File: src/design/duration_string_to_ms_core_defines.svh
// ----------------------------------------------------------------------------
// Duration string to milliseconds: assertion macros
// Shared property wrappers, clocked on clk and disabled while arst_n is low.
// ----------------------------------------------------------------------------
`ifndef DURATION_STRING_TO_MS_CORE_DEFINES_SVH
`define DURATION_STRING_TO_MS_CORE_DEFINES_SVH

// The consequent must hold in the same cycle as the antecedent.
`define DSTM_ASSERT_NOW(lbl, ante, cons, msg) \
	lbl: assert property (@(posedge clk) disable iff (!arst_n) (ante) |-> (cons)) \
		else $error(msg);

// The consequent must hold in the cycle after the antecedent.
`define DSTM_ASSERT_NEXT(lbl, ante, cons, msg) \
	lbl: assert property (@(posedge clk) disable iff (!arst_n) (ante) |=> (cons)) \
		else $error(msg);

`endif

File: src/design/dstm_pkg.sv
// ----------------------------------------------------------------------------
// dstm_pkg
// Shared status codes, unit codes, unit scale constants and the record that
// travels from the scanner to the scaler.
// ----------------------------------------------------------------------------
`default_nettype none

package dstm_pkg;

	// Result status codes.
	localparam logic [2:0] ST_OK       = 3'd0;
	localparam logic [2:0] ST_NO_DIGIT = 3'd1;
	localparam logic [2:0] ST_RANGE    = 3'd2;
	localparam logic [2:0] ST_NEGATIVE = 3'd3;
	localparam logic [2:0] ST_SUFFIX   = 3'd4;
	localparam logic [2:0] ST_MS_OVF   = 3'd5;

	// Unit codes.
	localparam logic [2:0] UNIT_MS  = 3'd0;
	localparam logic [2:0] UNIT_SEC = 3'd1;
	localparam logic [2:0] UNIT_MIN = 3'd2;
	localparam logic [2:0] UNIT_HR  = 3'd3;
	localparam logic [2:0] UNIT_DAY = 3'd4;

	localparam int MILLIS_W = 63;
	localparam int SCALE_W  = 27;

	localparam longint unsigned SEC_PER_DAY = 60 * 60 * 24;
	localparam longint unsigned MS_MAX      = 64'h7FFF_FFFF_FFFF_FFFF;

	localparam longint unsigned SCALE_SEC = 1000;
	localparam longint unsigned SCALE_MIN = 60 * 1000;
	localparam longint unsigned SCALE_HR  = 60 * 60 * 1000;
	localparam longint unsigned SCALE_DAY = SEC_PER_DAY * 1000;

	localparam longint unsigned LIMIT_SEC = MS_MAX / SCALE_SEC;
	localparam longint unsigned LIMIT_MIN = MS_MAX / SCALE_MIN;
	localparam longint unsigned LIMIT_HR  = MS_MAX / SCALE_HR;
	localparam longint unsigned LIMIT_DAY = MS_MAX / SCALE_DAY;

	typedef struct packed {
		logic [2:0]          status;
		logic [2:0]          unit;
		logic [MILLIS_W-1:0] mag;
	} dstm_fin_t;

	function automatic logic [SCALE_W-1:0] unit_scale(input logic [2:0] unit);
		logic [SCALE_W-1:0] r;
		case (unit)
			UNIT_MS:  r = SCALE_W'(1);
			UNIT_SEC: r = SCALE_W'(SCALE_SEC);
			UNIT_MIN: r = SCALE_W'(SCALE_MIN);
			UNIT_HR:  r = SCALE_W'(SCALE_HR);
			UNIT_DAY: r = SCALE_W'(SCALE_DAY);
			default:  r = SCALE_W'(1);
		endcase
		return r;
	endfunction

	// Largest magnitude that still scales to at most MS_MAX.
	function automatic logic [MILLIS_W-1:0] unit_limit(input logic [2:0] unit);
		logic [MILLIS_W-1:0] r;
		case (unit)
			UNIT_MS:  r = MILLIS_W'(MS_MAX);
			UNIT_SEC: r = MILLIS_W'(LIMIT_SEC);
			UNIT_MIN: r = MILLIS_W'(LIMIT_MIN);
			UNIT_HR:  r = MILLIS_W'(LIMIT_HR);
			UNIT_DAY: r = MILLIS_W'(LIMIT_DAY);
			default:  r = MILLIS_W'(MS_MAX);
		endcase
		return r;
	endfunction

endpackage

`default_nettype wire

File: src/design/dstm_scan.sv
// ----------------------------------------------------------------------------
// dstm_scan
// Byte scanner: whitespace, sign, decimal accumulation and suffix tracking.
// The last byte of a string loads the finished record into stage 1.
// ----------------------------------------------------------------------------
`default_nettype none

module dstm_scan (
	input  wire logic              clk,
	input  wire logic              arst_n,
	input  wire logic              item_valid,
	output logic                   item_ready,
	input  wire logic [7:0]        character,
	input  wire logic              char_valid,
	input  wire logic              last,
	output logic                   fin_valid,
	input  wire logic              fin_ready,
	output dstm_pkg::dstm_fin_t    fin
);
	import dstm_pkg::*;

	localparam logic [2:0] PH_SPACE  = 3'd0;
	localparam logic [2:0] PH_SIGN   = 3'd1;
	localparam logic [2:0] PH_DIGITS = 3'd2;
	localparam logic [2:0] PH_SUFFIX = 3'd3;
	localparam logic [2:0] PH_DONE   = 3'd4;

	localparam logic [2:0] SUF_EMPTY = 3'd0;
	localparam logic [2:0] SUF_S     = 3'd1;
	localparam logic [2:0] SUF_M     = 3'd2;
	localparam logic [2:0] SUF_MS    = 3'd3;
	localparam logic [2:0] SUF_H     = 3'd4;
	localparam logic [2:0] SUF_D     = 3'd5;
	localparam logic [2:0] SUF_BAD   = 3'd6;

	localparam logic [7:0] CH_NUL   = 8'h00;
	localparam logic [7:0] CH_TAB   = 8'h09;
	localparam logic [7:0] CH_CR    = 8'h0D;
	localparam logic [7:0] CH_SPACE = 8'h20;
	localparam logic [7:0] CH_PLUS  = 8'h2B;
	localparam logic [7:0] CH_MINUS = 8'h2D;
	localparam logic [7:0] CH_ZERO  = 8'h30;
	localparam logic [7:0] CH_NINE  = 8'h39;
	localparam logic [7:0] CH_D     = 8'h64;
	localparam logic [7:0] CH_H     = 8'h68;
	localparam logic [7:0] CH_M     = 8'h6D;
	localparam logic [7:0] CH_S     = 8'h73;

	localparam logic [67:0] MAG_LIMIT = {4'b0, 1'b1, 63'b0};

	logic [2:0]  phase_q, n_phase;
	logic        neg_q, n_neg;
	logic [63:0] mag_q, n_mag;
	logic        seen_q, n_seen;
	logic        rerr_q, n_rerr;
	logic [2:0]  suf_q, n_suf;

	logic        valid_s1;
	dstm_fin_t   fin_s1;
	dstm_fin_t   n_fin;

	logic        is_digit, is_space, take_digit, accept;
	logic [3:0]  dval;
	logic [67:0] mac;

	function automatic logic [2:0] suffix_next(input logic [2:0] s, input logic [7:0] c);
		logic [2:0] r;
		case (s)
			SUF_EMPTY: begin
				if (c == CH_S)      r = SUF_S;
				else if (c == CH_M) r = SUF_M;
				else if (c == CH_H) r = SUF_H;
				else if (c == CH_D) r = SUF_D;
				else                r = SUF_BAD;
			end
			SUF_M:   r = (c == CH_S) ? SUF_MS : SUF_BAD;
			default: r = SUF_BAD;
		endcase
		return r;
	endfunction

	assign accept     = item_valid && item_ready;
	assign item_ready = !valid_s1 || fin_ready;
	assign fin_valid  = valid_s1;
	assign fin        = fin_s1;

	assign is_digit = (character >= CH_ZERO) && (character <= CH_NINE);
	assign is_space = (character == CH_SPACE) || ((character >= CH_TAB) && (character <= CH_CR));
	assign dval     = character[3:0];
	assign mac      = {1'b0, mag_q, 3'b0} + {3'b0, mag_q, 1'b0} + {64'b0, dval};

	always_comb begin
		n_phase    = phase_q;
		n_neg      = neg_q;
		n_mag      = mag_q;
		n_seen     = seen_q;
		n_rerr     = rerr_q;
		n_suf      = suf_q;
		take_digit = 1'b0;
		if (char_valid) begin
			case (phase_q)
				PH_SPACE: begin
					if (is_space) begin
						n_phase = PH_SPACE;
					end else if (character == CH_PLUS || character == CH_MINUS) begin
						n_neg   = (character == CH_MINUS);
						n_phase = PH_SIGN;
					end else if (is_digit) begin
						take_digit = 1'b1;
						n_phase    = PH_DIGITS;
					end else begin
						n_phase = PH_DONE;
					end
				end
				PH_SIGN: begin
					if (is_digit) begin
						take_digit = 1'b1;
						n_phase    = PH_DIGITS;
					end else begin
						n_phase = PH_DONE;
					end
				end
				PH_DIGITS, PH_SUFFIX: begin
					if (character == CH_NUL) begin
						n_phase = PH_DONE;
					end else if (is_digit && phase_q == PH_DIGITS) begin
						take_digit = 1'b1;
					end else begin
						n_suf   = suffix_next(suf_q, character);
						n_phase = PH_SUFFIX;
					end
				end
				default: begin
					n_phase = phase_q;
				end
			endcase
		end
		if (take_digit) begin
			n_seen = 1'b1;
			if (!rerr_q) begin
				if (mac > MAG_LIMIT) n_rerr = 1'b1;
				else                 n_mag  = mac[63:0];
			end
		end
	end

	// Status before scaling, and the unit the magnitude is scaled by.
	always_comb begin
		n_fin.mag = n_mag[MILLIS_W-1:0];
		case (n_suf)
			SUF_EMPTY, SUF_S: n_fin.unit = UNIT_SEC;
			SUF_MS:           n_fin.unit = UNIT_MS;
			SUF_M:            n_fin.unit = UNIT_MIN;
			SUF_H:            n_fin.unit = UNIT_HR;
			SUF_D:            n_fin.unit = UNIT_DAY;
			default:          n_fin.unit = UNIT_MS;
		endcase
		if (!n_seen)
			n_fin.status = ST_NO_DIGIT;
		else if (n_rerr || (!n_neg && n_mag[63]))
			n_fin.status = ST_RANGE;
		else if (n_neg && (n_mag != 64'd0))
			n_fin.status = ST_NEGATIVE;
		else if (n_suf == SUF_BAD)
			n_fin.status = ST_SUFFIX;
		else
			n_fin.status = ST_OK;
	end

	always_ff @(posedge clk or negedge arst_n) begin
		if (!arst_n) begin
			phase_q <= PH_SPACE;
			neg_q   <= 1'b0;
			mag_q   <= 64'd0;
			seen_q  <= 1'b0;
			rerr_q  <= 1'b0;
			suf_q   <= SUF_EMPTY;
		end else if (accept) begin
			if (last) begin
				phase_q <= PH_SPACE;
				neg_q   <= 1'b0;
				mag_q   <= 64'd0;
				seen_q  <= 1'b0;
				rerr_q  <= 1'b0;
				suf_q   <= SUF_EMPTY;
			end else begin
				phase_q <= n_phase;
				neg_q   <= n_neg;
				mag_q   <= n_mag;
				seen_q  <= n_seen;
				rerr_q  <= n_rerr;
				suf_q   <= n_suf;
			end
		end
	end

	always_ff @(posedge clk or negedge arst_n) begin
		if (!arst_n) begin
			valid_s1 <= 1'b0;
		end else if (accept && last) begin
			valid_s1 <= 1'b1;
		end else if (fin_ready) begin
			valid_s1 <= 1'b0;
		end
	end

	always_ff @(posedge clk) begin
		if (accept && last) begin
			fin_s1 <= n_fin;
		end
	end

endmodule

`default_nettype wire

File: src/design/dstm_scale.sv
// ----------------------------------------------------------------------------
// dstm_scale
// Scales the magnitude to milliseconds with two registered partial products
// and checks it against the per-unit limit; drives the result register.
// ----------------------------------------------------------------------------
`default_nettype none

module dstm_scale (
	input  wire logic                          clk,
	input  wire logic                          arst_n,
	input  wire logic                          fin_valid,
	output logic                               fin_ready,
	input  wire dstm_pkg::dstm_fin_t           fin,
	output logic                               result_valid,
	input  wire logic                          result_ready,
	output logic [dstm_pkg::MILLIS_W-1:0]      millis,
	output logic [2:0]                         status
);
	import dstm_pkg::*;

	localparam int LO_W = 32;
	localparam int HI_W = MILLIS_W - LO_W;

	logic                      valid_s2, valid_s3;
	logic [2:0]                status_s2, status_s3;
	logic                      ovf_s2;
	logic [LO_W+SCALE_W-1:0]   plo_s2;
	logic [HI_W+SCALE_W-1:0]   phi_s2;
	logic [MILLIS_W-1:0]       millis_s3;

	logic [SCALE_W-1:0]        scale;
	logic                      s2_ready, load_s2, load_s3;
	logic [MILLIS_W-1:0]       sum;

	assign scale     = unit_scale(fin.unit);
	assign s2_ready  = !valid_s3 || result_ready;
	assign fin_ready = !valid_s2 || s2_ready;
	assign load_s2   = fin_valid && fin_ready;
	assign load_s3   = valid_s2 && s2_ready;

	assign sum = {phi_s2[HI_W-1:0], {LO_W{1'b0}}}
		+ {{(MILLIS_W-LO_W-SCALE_W){1'b0}}, plo_s2};

	always_ff @(posedge clk or negedge arst_n) begin
		if (!arst_n) begin
			valid_s2 <= 1'b0;
			valid_s3 <= 1'b0;
		end else begin
			if (load_s2)       valid_s2 <= 1'b1;
			else if (s2_ready) valid_s2 <= 1'b0;
			if (load_s3)           valid_s3 <= 1'b1;
			else if (result_ready) valid_s3 <= 1'b0;
		end
	end

	always_ff @(posedge clk) begin
		if (load_s2) begin
			status_s2 <= fin.status;
			ovf_s2    <= (fin.mag > unit_limit(fin.unit));
			plo_s2    <= fin.mag[LO_W-1:0] * scale;
			phi_s2    <= fin.mag[MILLIS_W-1:LO_W] * scale;
		end
		if (load_s3) begin
			if (status_s2 != ST_OK) begin
				status_s3 <= status_s2;
				millis_s3 <= '0;
			end else if (ovf_s2) begin
				status_s3 <= ST_MS_OVF;
				millis_s3 <= '0;
			end else begin
				status_s3 <= ST_OK;
				millis_s3 <= sum;
			end
		end
	end

	assign result_valid = valid_s3;
	assign millis       = millis_s3;
	assign status       = status_s3;

endmodule

`default_nettype wire

File: src/design/duration_string_to_ms_core.sv
// ----------------------------------------------------------------------------
// duration_string_to_ms_core
// Parses a duration string, one byte per beat, into milliseconds and a status.
// ----------------------------------------------------------------------------
// Usage:
// The item channel (item_valid/item_ready) carries one byte of the string per
// beat in character, with char_valid marking a real byte and last marking the
// final beat of the string. A beat with char_valid low and last high closes an
// empty string; a beat with both low is a no-op. Each string yields exactly one
// beat on the result channel (result_valid/result_ready): millis and status.
// Throughput is one byte per cycle while item_ready is high; bytes of the
// next string may follow the last byte of the previous one directly. The
// scanner state advances on every accepted beat, and the final beat loads a
// three-stage result pipeline (scan record, registered partial products,
// result register) that the result passes through before result_valid rises.
// When the receiver stalls, results back up through the three stages; item_ready
// drops only once the scan record stage is occupied and cannot move on.
// Reset clears the scanner to the leading whitespace state and empties the
// pipeline; no result is pending after reset.
// ----------------------------------------------------------------------------
`default_nettype none
`include "duration_string_to_ms_core_defines.svh"

module duration_string_to_ms_core (
	input  wire logic                          clk,
	input  wire logic                          arst_n,
	input  wire logic                          item_valid,
	output logic                               item_ready,
	input  wire logic [7:0]                    character,
	input  wire logic                          char_valid,
	input  wire logic                          last,
	output logic                               result_valid,
	input  wire logic                          result_ready,
	output logic [dstm_pkg::MILLIS_W-1:0]      millis,
	output logic [2:0]                         status
);
	import dstm_pkg::*;

	// Finished scan record between the scanner and the scaler.
	logic      fin_valid;
	logic      fin_ready;
	dstm_fin_t fin;

	dstm_scan u_scan (
		.clk        (clk),
		.arst_n     (arst_n),
		.item_valid (item_valid),
		.item_ready (item_ready),
		.character  (character),
		.char_valid (char_valid),
		.last       (last),
		.fin_valid  (fin_valid),
		.fin_ready  (fin_ready),
		.fin        (fin)
	);

	dstm_scale u_scale (
		.clk          (clk),
		.arst_n       (arst_n),
		.fin_valid    (fin_valid),
		.fin_ready    (fin_ready),
		.fin          (fin),
		.result_valid (result_valid),
		.result_ready (result_ready),
		.millis       (millis),
		.status       (status)
	);

	// Any error status must come with a zero value.
	`DSTM_ASSERT_NOW(a_err_zero, result_valid && (status != ST_OK), millis == '0, "error result with nonzero millis")

	// The final beat of a string must land in the scan record stage.
	`DSTM_ASSERT_NEXT(a_last_loads, item_valid && item_ready && last, fin_valid, "last beat did not load a result")

	// Input back-pressure only comes from a blocked scan record stage.
	`DSTM_ASSERT_NOW(a_ready_cause, !item_ready, fin_valid && !fin_ready, "item_ready low without a blocked record")

endmodule

`default_nettype wire
File: config.mk
export PLATFORM = sky130hd
export DESIGN_NAME = duration_string_to_ms_core
export DESIGN_NICKNAME = d
export VERILOG_FILES = /design/src/design/dstm_pkg.sv /design/src/design/dstm_scan.sv /design/src/design/dstm_scale.sv /design/src/design/duration_string_to_ms_core.sv
export VERILOG_INCLUDE_DIRS = /design/src /design/src/design
export SDC_FILE = /design/constraint.sdc
export NUM_CORES = 2
export LEC_CHECK = 0
export BUFFER_PORTS_ARGS = -buffer_cell sky130_fd_sc_hd__buf_2
export CAP_MARGIN = 20
export CORE_MARGIN = 8
export CORE_UTILIZATION = 60
export DETAILED_ROUTE_END_ITERATION = 10
export HOLD_SLACK_MARGIN = 0.15
export PLACE_DENSITY = 0.77
export SYNTH_ARGS = -nofsm -noshare
export SYNTH_HDL_FRONTEND = slang
export SYNTH_SLANG_ARGS = --single-unit
File: constraint.sdc
create_clock -name clk -period 18.7 [get_ports clk]
set_input_delay 0.935 -clock clk [delete_from_list [all_inputs] [get_ports clk]]
set_output_delay 0.935 -clock clk [all_outputs]
set_load 0.02 [all_outputs]
==> metrics.yaml <==
placement:
  gpl.final_weighted_congestion: 1.02
  port_buffers: 81
  dpl.hpwl_mm: 122
  placement.cell_area_sq_um: 54000
synthesis:
  synth_cells: 5536
  synth-async-reset-ratio_pct: 24.9
  synth.cell_area_sq_um: 52500
  yosys_register_bits: 305
  synthFlopType: "sky130_fd_sc_hd__edfxtp_1"
  synth.net_count: 7062
  yosys-top-cells-area: "sky130_fd_sc_hd__fa_1 (29%), sky130_fd_sc_hd__ha_1 (18%), sky130_fd_sc_hd__edfxtp_1 (13%)"
  synth.top_cells.by_count: "sky130_fd_sc_hd__inv_1 (1,315), sky130_fd_sc_hd__ha_1 (764), sky130_fd_sc_hd__fa_1 (748)"
  synthesis.yosys.warnings: 0
  yosys.cell_types.count: 89
  yosysMostFrequentCell: "sky130_fd_sc_hd__inv_1"
  synth.top_cell.area_share_pct: 28.5
  synthesis.area_per_instance_sq_um: 9.49
  synth.largest_area_cell: "sky130_fd_sc_hd__fa_1"
  synth-seq-area-share_pct: 16.7
  post_synth_edffs: 229
detailed_routing:
  average_via_count_per_standard_cell: 5.72
  post_drt_wl_per_cell_um: 21.6
  drcViolationCount: 0
  detail-route-antenna-nets: 0
  drt-initial-drc-count: 3017
  via_count: 38600
  firstDrtPassIters: 6
  drt-total-wl_mm: 146
sta:
  timing_hold_violations_final: 0
  number_of_max_slew_violations_in_the_final_report: 0
  max_clock_freq_mhz: 91.3
  setup_tns_ps: 0
  period_share_pct: 58.6
  worst_tran_pin_value_ps: 1120
  unrepaired_setup_endpoints_after_global_routing: "false"
  slew-limit-headroom_pct: 25.5
  final-setup-viol-count: 0
  final_worst_clock_skew_ps: 27.8
  period_needed_ps: 10950
setup_path:
  critical_path_arrival_ps: 11280
  worst_path_max_delay_cell: "sky130_fd_sc_hd__buf_4"
  cp_common_cell: "sky130_fd_sc_hd__fa_1"
  crit_start: "u_scan.fin[64]"
  worst_ep_required_time_ps: 19030
  timing.critical_path.to_type: "flop"
  worstSetupStartpointType: "flop"
  rr_startpoint: "u_scan.fin[64]"
  critical_path_class: "flop to flop"
  cp_top_family: "adder cells"
  timing.critical_path.buf_inv: 9
  worst-path-max-fanout: 76
  cpPeakStageDelay_ps: 710
global_route:
  pin_count_of_the_biggest_net_entering_global_routing: 77
  initial_antenna_violation_count: 4
  grt_use_total_pct: 29.9
  globalRoute.totalOverflow: 0
  grt_first_pass_wirelength_mm: 227
  first_global_vias: 40200
die:
  die_wd_um: 312
  fp.dieArea_sq_um: 97300
  core_sq_um: 86800
  initial_utilization_pct: 60.6
  fp.dieH_um: 312
  top_level_ports: 82
  row_count: 108
power:
  cellLeakagePower_uw: 0.0296
  vdd.ir_drop.worst_uv: 107
  cellPowerDensity_nw_per_um2: 69.3
layout:
  utilization_after_layout_pct: 63.6
  finish.net_count: 7086
  fin_area_sq_um: 55200
  multi_input_comb_area_sq_um: 38200
  ant_diodes: 0
  fillers: 7245
  layout-drive-gt1-share_pct: 4.81
  regArea_sq_um: 8780
  syn2layout_area_growth_pct: 5.01
clock_tree:
  cts_hold_repair.buffers: 0
  htreeDepth: 2
  clk-insertion-delay-late_ps: 600
  clock_path_buffers: 3
  tritoncts: "yes"
  post_cts_resized: 0
  post-cts-setup-buffer-count: 0
  cts_inserted_buffers: 37
  cts.sinks: 305
  clk_pin_slew_ps: 80
  cts-root-buf: "sky130_fd_sc_hd__clkbuf_16"
min_path:
  worst_hold_path_type: "input port to async pin"
run:
  max_cap_violations: 0
status:
  result_of_the_run: "complete, no violations"
## state kept, by name (all words and copies together) (netlist names)
| register | cells |
|---|---|
| u_scale.ovf_s2 | 1 |
| u_scan.suf_q | 3 |
| u_scale.plo_s2 | 59 |
| u_scan.seen_q | 1 |
| u_scan.fin | 69 |
| u_scale.millis | 63 |
| u_scale.valid_s2 | 1 |
| u_scale.phi_s2 | 31 |
| u_scan.neg_q | 1 |
| u_scale.result_valid | 1 |
| u_scan.phase_q | 3 |
| u_scale.status_s2 | 3 |
| u_scan.mag_q | 64 |
| u_scan.fin_valid | 1 |
| u_scale.status | 3 |
| u_scan.rerr_q | 1 |
## logic make-up after synthesis
family                     synth area share (%)
buffers and inverters                      10.6
DFF                                        16.7
muxes                                      1.63
AOI/OAI and AO/OA                          8.07
xor gates and xnor gates                   3.00
and+or+nand+nor                            13.3
adders and majority gates                  46.7
## placed cells by master, fill, tap and decap left out, types with 15 or more instances in the layout
cell,count
sky130_fd_sc_hd__mux2_4,51
sky130_fd_sc_hd__o21bai_1,30
sky130_fd_sc_hd__edfxtp_1,229
sky130_fd_sc_hd__or2_2,23
sky130_fd_sc_hd__nor2_1,277
sky130_fd_sc_hd__buf_4,31
sky130_fd_sc_hd__nor2b_1,82
sky130_fd_sc_hd__nand3_1,45
sky130_fd_sc_hd__nor4_1,35
sky130_fd_sc_hd__o31ai_1,22
sky130_fd_sc_hd__a211oi_1,27
sky130_fd_sc_hd__and2_1,180
sky130_fd_sc_hd__clkbuf_16,40
sky130_fd_sc_hd__fa_1,748
sky130_fd_sc_hd__o21a_1,35
sky130_fd_sc_hd__nor3_1,48
sky130_fd_sc_hd__nand3b_1,65
sky130_fd_sc_hd__a21o_1,83
sky130_fd_sc_hd__and3_1,77
sky130_fd_sc_hd__nand2b_1,35
sky130_fd_sc_hd__o21ai_1,28
sky130_fd_sc_hd__inv_1,1312
sky130_fd_sc_hd__or3_1,15
sky130_fd_sc_hd__ha_1,764
sky130_fd_sc_hd__xor2_1,60
sky130_fd_sc_hd__o21ai_0,107
sky130_fd_sc_hd__nand4_1,37
sky130_fd_sc_hd__dfrtp_1,76
sky130_fd_sc_hd__xnor2_1,120
sky130_fd_sc_hd__a31oi_1,24
sky130_fd_sc_hd__nand2_1,416
sky130_fd_sc_hd__a21oi_1,188
sky130_fd_sc_hd__buf_2,80
## cell type report
type                       instances  share of cell area, %
timing repair buffer             111                   1.15
multi-input combinational       3789                   69.2
sequential                       305                   15.9
inverter                        1316                   8.95
tap                             1155                   2.62
clock buffer                      48                   1.92
clock inverter                    18                  0.211
## where the power goes
group / leakage, uW / internal [uW] / switching (uW)
clock network: 0.000577 / 403 / 311
registers: 0.00327 / 894 / 46.4
logic: 0.0258 / 866 / 1300
## worst paths after layout
check / to / slack, ps / cells after the start
worst min-delay path: u_scan.mag_q[5] / 210 / 1
min in group clk: u_scale.status_s2[0] / 410 / 0
worst max register to register: u_scale.plo_s2[55] / 7750 / 35
worst max-delay path: u_scale.plo_s2[55] / 7750 / 35
worst min register to register: u_scale.status_s2[0] / 410 / 0
max in group asynchronous: u_scan.neg_q / 17350 / 2
## stage by stage
| stage | total power (uW) | worst slack (ps) | instances | hold WS [ps] |
|---|---|---|---|---|
| after floorplan | 2510 | 10040 | 5536 | 400 |
| after global placement | 3030 | 8170 | 6676 | 405 |
| after detailed placement | 3090 | 7850 | 6676 | 405 |
| after CTS | 3820 | 7850 | 6742 | 187 |
| after global routing | 4130 | 7150 | 6742 | 212 |
| final | 3820 | 7750 | 6742 | 205 |
## worst register-to-register path: cells and delay by family, from the launching register on
kind / cells / cell delay (ps)
xor+xnor: 1 / 80
simple gates: 5 / 1070
compound gates: 12 / 2940
fa+ha+maj: 8 / 3620
flops: 1 / 320
buf+inv: 9 / 2680
## routing by layer
layer	vias to the layer above	part of all wire, %	GRT usage, %
li1	17800	-	-
met1	19000	42	40.0
met2	1496	44	47.0
met3	332	9.1	7.00
met4	6	4.7	11.9
met5	-	0.032	0
No activity file was read; power rests on OpenSTA's default activity.
